--- src/rtl/msg_pkg.sv ---
// Shared widths, status codes and control struct for the colour gradient block.
// No dependencies; every other rtl file refers to it by scoped names.
package msg_pkg;

  localparam int IDX_W          = 8;   // palette index
  localparam int LEN_W          = 9;   // gradient length and segment offsets
  localparam int CNT_W          = 3;   // colour count and segment count
  localparam int CH_W           = 8;   // one colour channel
  localparam int NUM_CH         = 3;
  localparam int COLOR_W        = CH_W * NUM_CH;
  localparam int NUM_W          = CH_W + LEN_W;   // weighted sum before the divide
  localparam int CFG_IDX_W      = 3;
  localparam int CFG_DATA_W     = COLOR_W;
  localparam int LUT_DEPTH      = 256;
  localparam int MAX_COLORS_DEF = 6;
  localparam int DIV_STEP       = 2;              // quotient bits per divider stage
  localparam int DIV_STAGES     = CH_W / DIV_STEP;

  // register map
  localparam logic [CFG_IDX_W-1:0] REG_LUT_SIZE    = 3'd0;
  localparam logic [CFG_IDX_W-1:0] REG_COLOR_COUNT = 3'd1;
  localparam logic [CFG_IDX_W-1:0] REG_COLOR_0     = 3'd2;

  typedef enum logic [1:0] {
    STATUS_OK    = 2'd0,
    STATUS_RANGE = 2'd1,
    STATUS_SHORT = 2'd2
  } status_t;

  typedef struct packed {
    status_t status;
    logic    pass_end;   // segment of one entry: answer is its end colour
  } item_ctl_t;

endpackage

--- src/rtl/multi_stop_color_gradient.sv ---
// Multi-stop colour gradient lookup: palette index in, interpolated RGB out.
// Holds the configuration registers and the valid/stall chain; uses msg_pkg,
// msg_seg, msg_lerp and msg_div.
//
// Usage
//   in_*  : one palette index per request in in_tdata[7:0].
//   out_* : red, green, blue in out_tdata[7:0], [15:8], [23:16]; status in
//           out_tuser (0 ok, 1 index not below lut_size, 2 lut_size smaller
//           than the segment count, colours then zero).
//   cfg_* : write lut_size (0), color_count (1), color_0..color_5 (2..7) while
//           no request is in flight.
// Throughput is one request per cycle while the output is not stalled; nine
// register stages: the four segment stages, the weighting multiply and the
// four divider stages (two quotient bits each).
// Every stage has its own valid bit and moves when the stage after it is empty
// or moving, so empty slots are filled while out_tready is low and the block
// keeps accepting until all nine stages hold requests. A stall loses nothing.
// Reset empties the pipeline and loads lut_size 256, color_count 2, color_1
// white and the other colours black.
module multi_stop_color_gradient #(
  parameter int MAX_COLORS = msg_pkg::MAX_COLORS_DEF
) (
  input  logic                              clk,
  input  logic                              rst_n,
  input  logic                              in_tvalid,
  output logic                              in_tready,
  input  logic [7:0]                        in_tdata,    // [7:0] palette_index
  output logic                              out_tvalid,
  input  logic                              out_tready,
  output logic [23:0]                       out_tdata,   // [7:0] red, [15:8] green, [23:16] blue
  output logic [1:0]                        out_tuser,   // [1:0] status
  input  logic                              cfg_we,
  input  logic [msg_pkg::CFG_IDX_W-1:0]     cfg_index,
  input  logic [msg_pkg::CFG_DATA_W-1:0]    cfg_data
);

  localparam int SEG_STAGES = 4;
  localparam int DIV_STAGES = msg_pkg::DIV_STAGES;
  localparam int NSTAGE     = SEG_STAGES + 1 + DIV_STAGES;

  // configuration
  logic [msg_pkg::LEN_W-1:0]                       lut_size_r;
  logic [msg_pkg::CNT_W-1:0]                       color_count_r;
  logic [MAX_COLORS-1:0][msg_pkg::COLOR_W-1:0]     colors_r;
  logic [msg_pkg::CFG_IDX_W-1:0]                   color_sel;

  assign color_sel = cfg_index - msg_pkg::REG_COLOR_0;

  always_ff @(posedge clk) begin
    if (!rst_n) begin
      lut_size_r    <= msg_pkg::LEN_W'(256);
      color_count_r <= msg_pkg::CNT_W'(2);
      for (int k = 0; k < MAX_COLORS; k++) begin
        colors_r[k] <= (k == 1) ? '1 : '0;
      end
    end else if (cfg_we) begin
      unique case (cfg_index)
        msg_pkg::REG_LUT_SIZE:    lut_size_r    <= cfg_data[msg_pkg::LEN_W-1:0];
        msg_pkg::REG_COLOR_COUNT: color_count_r <= cfg_data[msg_pkg::CNT_W-1:0];
        default: begin
          for (int k = 0; k < MAX_COLORS; k++) begin
            if (cfg_index >= msg_pkg::REG_COLOR_0 &&
                color_sel == msg_pkg::CFG_IDX_W'(k)) colors_r[k] <= cfg_data;
          end
        end
      endcase
    end
  end

  // valid bits and per-stage advance
  logic [NSTAGE-1:0] vld_r;
  logic [NSTAGE-1:0] stage_en;

  always_comb begin
    stage_en[NSTAGE-1] = !vld_r[NSTAGE-1] || out_tready;
    for (int i = NSTAGE - 2; i >= 0; i--) begin
      stage_en[i] = !vld_r[i] || stage_en[i+1];
    end
  end

  always_ff @(posedge clk) begin
    if (!rst_n) begin
      vld_r <= '0;
    end else begin
      if (stage_en[0]) vld_r[0] <= in_tvalid;
      for (int i = 1; i < NSTAGE; i++) begin
        if (stage_en[i]) vld_r[i] <= vld_r[i-1];
      end
    end
  end

  assign in_tready  = stage_en[0];
  assign out_tvalid = vld_r[NSTAGE-1];

  // datapath
  logic [msg_pkg::LEN_W-1:0]                               wt_to, wt_from, span, den;
  logic [msg_pkg::COLOR_W-1:0]                             c_from, c_to;
  msg_pkg::item_ctl_t                                      seg_ctl;
  logic [msg_pkg::NUM_CH-1:0][msg_pkg::NUM_W-1:0]          num;
  msg_pkg::status_t                                        lerp_status, quo_status;
  logic [msg_pkg::NUM_CH-1:0][msg_pkg::CH_W-1:0]           quo;

  msg_seg #(.MAX_COLORS(MAX_COLORS)) u_seg (
    .clk         (clk),
    .stage_en    (stage_en[SEG_STAGES-1:0]),
    .idx         (in_tdata[msg_pkg::IDX_W-1:0]),
    .lut_size    (lut_size_r),
    .color_count (color_count_r),
    .colors      (colors_r),
    .wt_to       (wt_to),
    .wt_from     (wt_from),
    .span        (span),
    .c_from      (c_from),
    .c_to        (c_to),
    .ctl         (seg_ctl)
  );

  msg_lerp u_lerp (
    .clk      (clk),
    .stage_en (stage_en[SEG_STAGES]),
    .wt_to    (wt_to),
    .wt_from  (wt_from),
    .span     (span),
    .c_from   (c_from),
    .c_to     (c_to),
    .ctl      (seg_ctl),
    .num      (num),
    .den      (den),
    .status   (lerp_status)
  );

  msg_div u_div (
    .clk        (clk),
    .rst_n      (rst_n),
    .stage_en   (stage_en[NSTAGE-1:SEG_STAGES+1]),
    .last_vld   (vld_r[NSTAGE-1]),
    .num        (num),
    .den        (den),
    .status     (lerp_status),
    .quo        (quo),
    .quo_status (quo_status)
  );

  // channel 2 of the datapath is red
  assign out_tdata = {quo[0], quo[1], quo[2]};
  assign out_tuser = quo_status;

  a_err_black: assert property (@(posedge clk) disable iff (!rst_n)
    out_tvalid && (out_tuser != msg_pkg::STATUS_OK) |-> (out_tdata == '0))
    else $error("error status with non-zero colour");

  a_ready_when_drained: assert property (@(posedge clk) disable iff (!rst_n)
    !vld_r[NSTAGE-1] |-> in_tready)
    else $error("input stalled with empty output stage");

  a_len_write: assert property (@(posedge clk) disable iff (!rst_n)
    cfg_we && (cfg_index == msg_pkg::REG_LUT_SIZE)
      |=> (lut_size_r == $past(cfg_data[msg_pkg::LEN_W-1:0])))
    else $error("lut_size write not taken");

endmodule

--- src/rtl/msg_seg.sv ---
// Segment finder: four pipeline stages from palette index to segment colours
// and interpolation weights. Depends on msg_pkg.
module msg_seg #(
  parameter int MAX_COLORS = msg_pkg::MAX_COLORS_DEF
) (
  input  logic                                           clk,
  input  logic [3:0]                                     stage_en,
  input  logic [msg_pkg::IDX_W-1:0]                      idx,
  input  logic [msg_pkg::LEN_W-1:0]                      lut_size,
  input  logic [msg_pkg::CNT_W-1:0]                      color_count,
  input  logic [MAX_COLORS-1:0][msg_pkg::COLOR_W-1:0]    colors,
  output logic [msg_pkg::LEN_W-1:0]                      wt_to,
  output logic [msg_pkg::LEN_W-1:0]                      wt_from,
  output logic [msg_pkg::LEN_W-1:0]                      span,
  output logic [msg_pkg::COLOR_W-1:0]                    c_from,
  output logic [msg_pkg::COLOR_W-1:0]                    c_to,
  output msg_pkg::item_ctl_t                             ctl
);

  localparam int NB    = MAX_COLORS - 1;
  localparam int SEG_W = $clog2(MAX_COLORS);
  localparam int KQ_W  = msg_pkg::LEN_W + msg_pkg::CNT_W;

  // len / n for n = 1..5 by reciprocal multiply, exact for len below 512
  function automatic logic [msg_pkg::LEN_W-1:0] div_small(
    input logic [msg_pkg::LEN_W-1:0] len,
    input logic [msg_pkg::CNT_W-1:0] n
  );
    logic [msg_pkg::LEN_W+8:0] p3;
    logic [msg_pkg::LEN_W+8:0] p5;
    p3 = {9'd0, len} * 18'd171;
    p5 = {9'd0, len} * 18'd205;
    unique case (n)
      3'd1:    div_small = len;
      3'd2:    div_small = len >> 1;
      3'd3:    div_small = p3[msg_pkg::LEN_W+8:9];
      3'd4:    div_small = len >> 2;
      3'd5:    div_small = {1'b0, p5[msg_pkg::LEN_W+8:10]};
      default: div_small = len;
    endcase
  endfunction

  // stage A: clamps, error checks, base segment size
  logic [msg_pkg::IDX_W-1:0] idx_a_r;
  logic [msg_pkg::LEN_W-1:0] len_a_r, len_a_nxt, q_a_r, q_a_nxt;
  logic [msg_pkg::CNT_W-1:0] nseg_a_r, nseg_a_nxt, m_a;
  msg_pkg::item_ctl_t        ctl_a_r, ctl_a_nxt;

  always_comb begin
    if (color_count < 3'd2)                  m_a = 3'd2;
    else if (32'(color_count) > MAX_COLORS)  m_a = msg_pkg::CNT_W'(MAX_COLORS);
    else                                     m_a = color_count;
    nseg_a_nxt = m_a - 3'd1;
    if (32'(lut_size) > msg_pkg::LUT_DEPTH) len_a_nxt = msg_pkg::LEN_W'(msg_pkg::LUT_DEPTH);
    else                                    len_a_nxt = lut_size;
    ctl_a_nxt.pass_end = 1'b0;
    if (len_a_nxt < msg_pkg::LEN_W'(nseg_a_nxt))     ctl_a_nxt.status = msg_pkg::STATUS_SHORT;
    else if ({1'b0, idx} >= len_a_nxt)                ctl_a_nxt.status = msg_pkg::STATUS_RANGE;
    else                                              ctl_a_nxt.status = msg_pkg::STATUS_OK;
    q_a_nxt = div_small(len_a_nxt, nseg_a_nxt);
  end

  always_ff @(posedge clk) begin
    if (stage_en[0]) begin
      idx_a_r  <= idx;
      len_a_r  <= len_a_nxt;
      nseg_a_r <= nseg_a_nxt;
      q_a_r    <= q_a_nxt;
      ctl_a_r  <= ctl_a_nxt;
    end
  end

  // stage B: remainder and multiples of the base size
  logic [msg_pkg::IDX_W-1:0]     idx_b_r;
  logic [msg_pkg::CNT_W-1:0]     nseg_b_r, r_b_r, r_b_nxt;
  logic [NB-1:0][KQ_W-1:0]       kq_b_r, kq_b_nxt;
  logic [KQ_W-1:0]               nq_b;
  msg_pkg::item_ctl_t            ctl_b_r;

  always_comb begin
    nq_b    = KQ_W'(nseg_a_r) * KQ_W'(q_a_r);
    r_b_nxt = msg_pkg::CNT_W'(KQ_W'(len_a_r) - nq_b);
    for (int k = 0; k < NB; k++) begin
      kq_b_nxt[k] = KQ_W'(q_a_r) * KQ_W'(k + 1);
    end
  end

  always_ff @(posedge clk) begin
    if (stage_en[1]) begin
      idx_b_r  <= idx_a_r;
      nseg_b_r <= nseg_a_r;
      r_b_r    <= r_b_nxt;
      kq_b_r   <= kq_b_nxt;
      ctl_b_r  <= ctl_a_r;
    end
  end

  // stage C: segment boundaries; the first r segments are one entry longer
  logic [msg_pkg::IDX_W-1:0]     idx_c_r;
  logic [NB-1:0][KQ_W-1:0]       bnd_c_r, bnd_c_nxt;
  logic [NB-1:0]                 ge_c_r, ge_c_nxt;
  msg_pkg::item_ctl_t            ctl_c_r;

  always_comb begin
    for (int k = 0; k < NB; k++) begin
      bnd_c_nxt[k] = kq_b_r[k] +
                     KQ_W'((r_b_r > msg_pkg::CNT_W'(k + 1)) ? msg_pkg::CNT_W'(k + 1) : r_b_r);
      // the last boundary is the gradient end, never passed by a valid index
      ge_c_nxt[k]  = (KQ_W'(idx_b_r) >= bnd_c_nxt[k]) && (32'(nseg_b_r) > k + 1);
    end
  end

  always_ff @(posedge clk) begin
    if (stage_en[2]) begin
      idx_c_r <= idx_b_r;
      bnd_c_r <= bnd_c_nxt;
      ge_c_r  <= ge_c_nxt;
      ctl_c_r <= ctl_b_r;
    end
  end

  // stage D: pick segment, offsets into it, end colours
  logic [SEG_W-1:0]             seg_d;
  logic [msg_pkg::LEN_W-1:0]    start_d, next_d, size_d;
  logic [msg_pkg::COLOR_W-1:0]  c_from_d, c_to_d;
  logic [msg_pkg::LEN_W-1:0]    wt_to_r, wt_from_r, span_r;
  logic [msg_pkg::COLOR_W-1:0]  c_from_r, c_to_r;
  msg_pkg::item_ctl_t           ctl_d_r, ctl_d_nxt;

  always_comb begin
    seg_d = '0;
    for (int k = 0; k < NB; k++) begin
      if (ge_c_r[k]) seg_d = SEG_W'(k + 1);
    end
    start_d  = '0;
    next_d   = '0;
    c_from_d = '0;
    c_to_d   = '0;
    for (int k = 0; k < NB; k++) begin
      if (seg_d == SEG_W'(k)) begin
        next_d   = bnd_c_r[k][msg_pkg::LEN_W-1:0];
        c_from_d = colors[k];
        c_to_d   = colors[k+1];
      end
    end
    for (int k = 1; k < NB; k++) begin
      if (seg_d == SEG_W'(k)) start_d = bnd_c_r[k-1][msg_pkg::LEN_W-1:0];
    end
    size_d             = next_d - start_d;
    ctl_d_nxt.status   = ctl_c_r.status;
    ctl_d_nxt.pass_end = (size_d <= msg_pkg::LEN_W'(1));
  end

  always_ff @(posedge clk) begin
    if (stage_en[3]) begin
      wt_to_r   <= {1'b0, idx_c_r} - start_d;
      wt_from_r <= next_d - msg_pkg::LEN_W'(1) - {1'b0, idx_c_r};
      span_r    <= size_d - msg_pkg::LEN_W'(1);
      c_from_r  <= c_from_d;
      c_to_r    <= c_to_d;
      ctl_d_r   <= ctl_d_nxt;
    end
  end

  assign wt_to   = wt_to_r;
  assign wt_from = wt_from_r;
  assign span    = span_r;
  assign c_from  = c_from_r;
  assign c_to    = c_to_r;
  assign ctl     = ctl_d_r;

endmodule

--- src/rtl/msg_lerp.sv ---
// Weighting stage: per channel c_from*wt_from + c_to*wt_to, plus the divisor.
// Error items and one-entry segments are folded in as divide-by-one. Uses msg_pkg.
module msg_lerp (
  input  logic                                               clk,
  input  logic                                               stage_en,
  input  logic [msg_pkg::LEN_W-1:0]                          wt_to,
  input  logic [msg_pkg::LEN_W-1:0]                          wt_from,
  input  logic [msg_pkg::LEN_W-1:0]                          span,
  input  logic [msg_pkg::COLOR_W-1:0]                        c_from,
  input  logic [msg_pkg::COLOR_W-1:0]                        c_to,
  input  msg_pkg::item_ctl_t                                 ctl,
  output logic [msg_pkg::NUM_CH-1:0][msg_pkg::NUM_W-1:0]     num,
  output logic [msg_pkg::LEN_W-1:0]                          den,
  output msg_pkg::status_t                                   status
);

  logic [msg_pkg::NUM_CH-1:0][msg_pkg::NUM_W-1:0] num_r, num_nxt;
  logic [msg_pkg::LEN_W-1:0]                      den_r, den_nxt;
  msg_pkg::status_t                               status_r;
  logic [msg_pkg::CH_W-1:0]                       ca, cb;

  // channel 0 is blue (bits 7:0), channel 2 red
  always_comb begin
    for (int ch = 0; ch < msg_pkg::NUM_CH; ch++) begin
      ca = c_from[ch*msg_pkg::CH_W +: msg_pkg::CH_W];
      cb = c_to[ch*msg_pkg::CH_W +: msg_pkg::CH_W];
      if (ctl.status != msg_pkg::STATUS_OK) begin
        num_nxt[ch] = '0;
      end else if (ctl.pass_end) begin
        num_nxt[ch] = msg_pkg::NUM_W'(cb);
      end else begin
        num_nxt[ch] = msg_pkg::NUM_W'(ca) * msg_pkg::NUM_W'(wt_from) +
                      msg_pkg::NUM_W'(cb) * msg_pkg::NUM_W'(wt_to);
      end
    end
    if (ctl.status != msg_pkg::STATUS_OK || ctl.pass_end) den_nxt = msg_pkg::LEN_W'(1);
    else                                                   den_nxt = span;
  end

  always_ff @(posedge clk) begin
    if (stage_en) begin
      num_r    <= num_nxt;
      den_r    <= den_nxt;
      status_r <= ctl.status;
    end
  end

  assign num    = num_r;
  assign den    = den_r;
  assign status = status_r;

endmodule

--- src/rtl/msg_div.sv ---
// Pipelined restoring divider, three channels in lockstep, two quotient bits
// per stage. Depends on msg_pkg.
module msg_div (
  input  logic                                               clk,
  input  logic                                               rst_n,
  input  logic [msg_pkg::DIV_STAGES-1:0]                     stage_en,
  input  logic                                               last_vld,
  input  logic [msg_pkg::NUM_CH-1:0][msg_pkg::NUM_W-1:0]     num,
  input  logic [msg_pkg::LEN_W-1:0]                          den,
  input  msg_pkg::status_t                                   status,
  output logic [msg_pkg::NUM_CH-1:0][msg_pkg::CH_W-1:0]      quo,
  output msg_pkg::status_t                                   quo_status
);

  localparam int STEP       = msg_pkg::DIV_STEP;
  localparam int DIV_STAGES = msg_pkg::DIV_STAGES;
  localparam int BP_W       = $clog2(msg_pkg::CH_W);

  logic [DIV_STAGES-1:0][msg_pkg::NUM_CH-1:0][msg_pkg::NUM_W-1:0] rem_r, rem_in, rem_nxt;
  logic [DIV_STAGES-1:0][msg_pkg::NUM_CH-1:0][msg_pkg::CH_W-1:0]  quo_r, quo_in, quo_nxt;
  logic [DIV_STAGES-1:0][msg_pkg::LEN_W-1:0]                      den_r, den_in;
  msg_pkg::status_t                                               status_r [DIV_STAGES];
  msg_pkg::status_t                                               status_in [DIV_STAGES];

  for (genvar gs = 0; gs < DIV_STAGES; gs++) begin : g_stage
    if (gs == 0) begin : g_head
      assign rem_in[gs]    = num;
      assign quo_in[gs]    = '0;
      assign den_in[gs]    = den;
      assign status_in[gs] = status;
    end else begin : g_body
      assign rem_in[gs]    = rem_r[gs-1];
      assign quo_in[gs]    = quo_r[gs-1];
      assign den_in[gs]    = den_r[gs-1];
      assign status_in[gs] = status_r[gs-1];
    end

    always_comb begin
      int bp;
      logic [msg_pkg::NUM_W-1:0] trial;
      rem_nxt[gs] = rem_in[gs];
      quo_nxt[gs] = quo_in[gs];
      for (int ch = 0; ch < msg_pkg::NUM_CH; ch++) begin
        for (int b = 0; b < STEP; b++) begin
          bp    = msg_pkg::CH_W - 1 - (gs * STEP + b);
          trial = msg_pkg::NUM_W'(den_in[gs]) << bp;
          if (rem_nxt[gs][ch] >= trial) begin
            rem_nxt[gs][ch]               = rem_nxt[gs][ch] - trial;
            quo_nxt[gs][ch][BP_W'(bp)]    = 1'b1;
          end
        end
      end
    end

    always_ff @(posedge clk) begin
      if (stage_en[gs]) begin
        rem_r[gs]    <= rem_nxt[gs];
        quo_r[gs]    <= quo_nxt[gs];
        den_r[gs]    <= den_in[gs];
        status_r[gs] <= status_in[gs];
      end
    end
  end

  assign quo        = quo_r[DIV_STAGES-1];
  assign quo_status = status_r[DIV_STAGES-1];

  // the weighted sum is below 256*den, so the remainder must end below den
  a_rem_below_den: assert property (@(posedge clk) disable iff (!rst_n)
    last_vld |-> (rem_r[DIV_STAGES-1][0] < msg_pkg::NUM_W'(den_r[DIV_STAGES-1])) &&
                 (rem_r[DIV_STAGES-1][1] < msg_pkg::NUM_W'(den_r[DIV_STAGES-1])) &&
                 (rem_r[DIV_STAGES-1][2] < msg_pkg::NUM_W'(den_r[DIV_STAGES-1])))
    else $error("divider remainder not below divisor");

endmodule
--- config.mk ---
export PLATFORM = sky130hd
export DESIGN_NAME = multi_stop_color_gradient
export DESIGN_NICKNAME = d
export VERILOG_FILES = /design/src/rtl/msg_pkg.sv /design/src/rtl/multi_stop_color_gradient.sv /design/src/rtl/msg_seg.sv /design/src/rtl/msg_lerp.sv /design/src/rtl/msg_div.sv
export SDC_FILE = /design/constraint.sdc
export NUM_CORES = 2
export LEC_CHECK = 0
export ABC_CLOCK_PERIOD_IN_PS = 7000
export BUFFER_PORTS_ARGS = -buffer_cell sky130_fd_sc_hd__buf_2
export CAP_MARGIN = 20
export CORE_UTILIZATION = 60
export CTS_CLUSTER_DIAMETER = 50
export DETAILED_ROUTE_END_ITERATION = 7
export MAX_ROUTING_LAYER = met4
export PLACE_DENSITY_LB_ADDON = 0.08
export SETUP_SLACK_MARGIN = 0.05
export SYNTH_ARGS = -nofsm -noshare
export SYNTH_HDL_FRONTEND = slang
export SYNTH_SLANG_ARGS = --single-unit
--- constraint.sdc ---
create_clock -name clk -period 7 [get_ports clk]
set_input_delay 1.4 -clock clk [delete_from_list [all_inputs] [get_ports clk]]
set_output_delay 1.4 -clock clk [all_outputs]
set_load 0.01 [all_outputs]
==> metrics.txt <==
FP Rows=112; Post-Layout Cell Count=7275; worst setup path class=reg -> reg; CP required=7.37 ns; hold_buf cts=0; largest net degree at the start of global routing=94; final setup vio count=0; pins over their slew limit=0; Area contributors post-synth=edfxtp_1 (25%), fa_1 (14%), ha_1 (13%); routability cong.=0.9295; htree depth=3; maximum clock path buffer count=3; fill count=7750; initial antenna violation count=1; HPWL Detailed=108200 µm; area delta synth->final=8.477%; outcome=complete, no violations; register area share after synthesis=30.93%; Post-synth top cells=inv_1 (755), nand2_1 (742), ha_1 (610); routed wire length=140500 µm; DP Worst Slack=0.5935 ns; YS warnings=0; reg2reg start=u_seg.wt_from[5]; Die Area=96050 µm²; Post-CTS Resized=0; HP Start=u_seg.ctl_c_r[1]; first-pass GRT wire length=222600 µm; Fmax=0.1542 GHz; unique cell type count in the Yosys netlist=98; I/O pin count=68; clk sinks=641; gr ovfl total=0; number of max-cap violations=0; Tightest Pin Transition=1.113 ns; Routed Antenna Nets=0; Synth area leader=edfxtp_1; Post-route DRC=0; port buffer count=55; Initial Utilization=60.77%; GRT Overall Usage=30.56%; reg2reg path depth=17; Critical R2R Capture=u_lerp.num[33]; Synth Cell Area=56890 µm²; Worst Setup Start Kind=flip-flop; RSZ-0062 raised after global routing=false; ys async rst share=0%; share of the synthesized area in the top cell type=25.13%; top_reg_cell synth=edfxtp_1; synthesized flop and latch total=641; share of cells above drive strength 1=6.827%; Mapped Cells=5919; count leader, synth=inv_1; die width=309.9 µm; clk slew on worst S/H paths=0.06 ns; vias post-DR=42010; cts bufs inserted=93; Wirelength per Cell=19.32 µm; Relative slew margins=25.78%; clk_skew=0.01939 ns; Setup Total Neg Slack=0 ns; vias in the first global route=41470; Hold EP=u_seg.ctl[1]; clk root buf=clkbuf_16; Die Ht=309.9 µm; starting DRC count in detailed routing=2820; drt via density=5.775; CTS tree=done; reg2reg setup slack=0.52 ns; class of the most critical hold timing path=reg -> reg; Tcrit/Tclk final=92.63%; Worst-Skew Late Latency=0.67 ns; minimum clock period=6.484 ns; Inst Count DP=7099; Final Hold Fails=0; crit path capture type=flip-flop; worst hold stages=0; Post-synth EDFFs=476; fin nets=6981; Setup WS post-layout=0.5161 ns; CP Max Fanout=24; postcts setup bufs=0; core region area=93610 µm²; Post-Syn Area per Cell=9.611 µm²; DR pass1 iterations=7; arrival time of the worst setup path=6.86 ns
==> registers in the layout (all words and copies together) (netlist names), 5 cells and up <==
name and count:
colors_r 144, lut_size_r 9, u_div.den_in 27, u_div.quo 12, u_div.quo_in 6, u_div.rem_in 153, u_div.status_r 8, u_lerp.den 9
u_lerp.num 51, u_seg.bnd_c_r 45, u_seg.c_from 24, u_seg.c_to 24, u_seg.ge_c_r 5, u_seg.idx_a_r 8, u_seg.idx_b_r 8, u_seg.idx_c_r 8
u_seg.kq_b_r 29, u_seg.q_a_r 9, u_seg.span 9, u_seg.wt_from 9, u_seg.wt_to 9, vld_r 9
==> cell type report <==
| type | count | area (µm²) | area share, % |
|---|---|---|---|
| clock buffer | 111 | 2477 | 4.015 |
| sequential | 641 | 17600 | 28.52 |
| clock inverter | 63 | 696.9 | 1.129 |
| antenna | 1 | 2.502 | 0.004055 |
| inverter | 757 | 2841 | 4.605 |
| timing repair buffer | 124 | 795.8 | 1.290 |
| tap | 1254 | 1569 | 2.543 |
| multi-input combinational | 4324 | 35730 | 57.90 |
==> worst max-delay path by stage <==
stage	startpoint	to	slack, ns	cells past startpoint
5_1_grt	u_seg.wt_from[5]	u_lerp.num[33]	0.25	17
2_1_floorplan	u_seg.wt_to[3]	u_lerp.num[49]	1.30	20
6_report	u_seg.wt_from[5]	u_lerp.num[33]	0.52	17
3_5_place_dp	u_seg.wt_from[5]	u_lerp.num[33]	0.59	18
3_3_place_gp	u_seg.wt_from[5]	u_lerp.num[49]	0.71	18
4_1_cts	u_seg.wt_from[5]	u_lerp.num[33]	0.55	18
==> worst max-delay path, stage by stage, from the launching register on <==
cell      delay [ns]
edfxtp_1        1.09
nand2_1         0.19
fa_1            0.56
fa_1            0.51
fa_1            0.52
inv_1           0.05
fa_1            0.54
fa_1            0.42
fa_1            0.45
ha_1            0.30
inv_1           0.10
o21ai_0         0.14
a31oi_1         0.27
o21ai_0         0.17
o41ai_1         0.44
o21ai_0         0.20
xnor2_1         0.18
nor2_1          0.05
==> routing by layer <==
metal	share of wire, %	routed length (µm)	vias up	GRT usage [%]
li1	-	-	20240	-
met1	42	59060	20370	37.51
met2	49	68510	1120	51.33
met3	5.3	7403	286	3.780
met4	4.0	5556	0	12.05
met5	0	0	-	-
==> metrics by stage <==
stage / util (%) / area [µm²] / hold WS, ns
2_1_floorplan: - / 56950 / 0.4003
3_3_place_gp: 62.52 / 58520 / 0.4010
3_5_place_dp: 62.52 / 58520 / 0.4045
4_1_cts: 65.91 / 61700 / 0.4103
5_1_grt: 65.92 / 61710 / 0.4180
6_report: 65.92 / 61710 / 0.4113
==> cells in the final DEF (no fill, tap or decap), types with 31 or more instances in the layout <==
master | Yosys | routed
nand4_1 | 40 | 40
inv_1 | 755 | 751
clkbuf_16 | 0 | 95
buf_2 | 12 | 54
o21ai_0 | 194 | 194
nor2_1 | 271 | 269
edfxtp_1 | 476 | 476
ha_1 | 610 | 610
mux2i_1 | 136 | 136
o221ai_1 | 54 | 54
and2_1 | 284 | 284
or3_1 | 32 | 32
a21boi_0 | 144 | 144
nor3_1 | 56 | 54
nand2_1 | 742 | 738
mux2_2 | 54 | 54
fa_1 | 390 | 390
o21a_1 | 44 | 44
nand3_1 | 77 | 77
a211oi_1 | 32 | 31
xnor2_1 | 175 | 175
buf_4 | 13 | 69
nand2b_1 | 52 | 52
a21oi_1 | 239 | 238
a21o_1 | 126 | 126
nor2b_1 | 68 | 66
dfxtp_1 | 165 | 165
xor2_1 | 102 | 102
==> cell families (layout without fill, tap and decap cells) <==
| logic type | after synthesis | in the layout | share of synthesized area [%] |
|---|---|---|---|
| flops | 641 | 641 | 30.93 |
| fa+ha+maj | 1000 | 1000 | 27.14 |
| mux | 204 | 204 | 3.785 |
| simple gates | 1760 | 1760 | 14.89 |
| compound gates | 1063 | 1063 | 12.43 |
| other cells | 2 | 21 | 0.01320 |
| buf+inv | 972 | 1055 | 6.539 |
| xor+xnor | 277 | 277 | 4.265 |
Power is left out: the tool's default activity adds up to more than one toggle a clock period on the data nets, which glitch-free logic cannot reach.
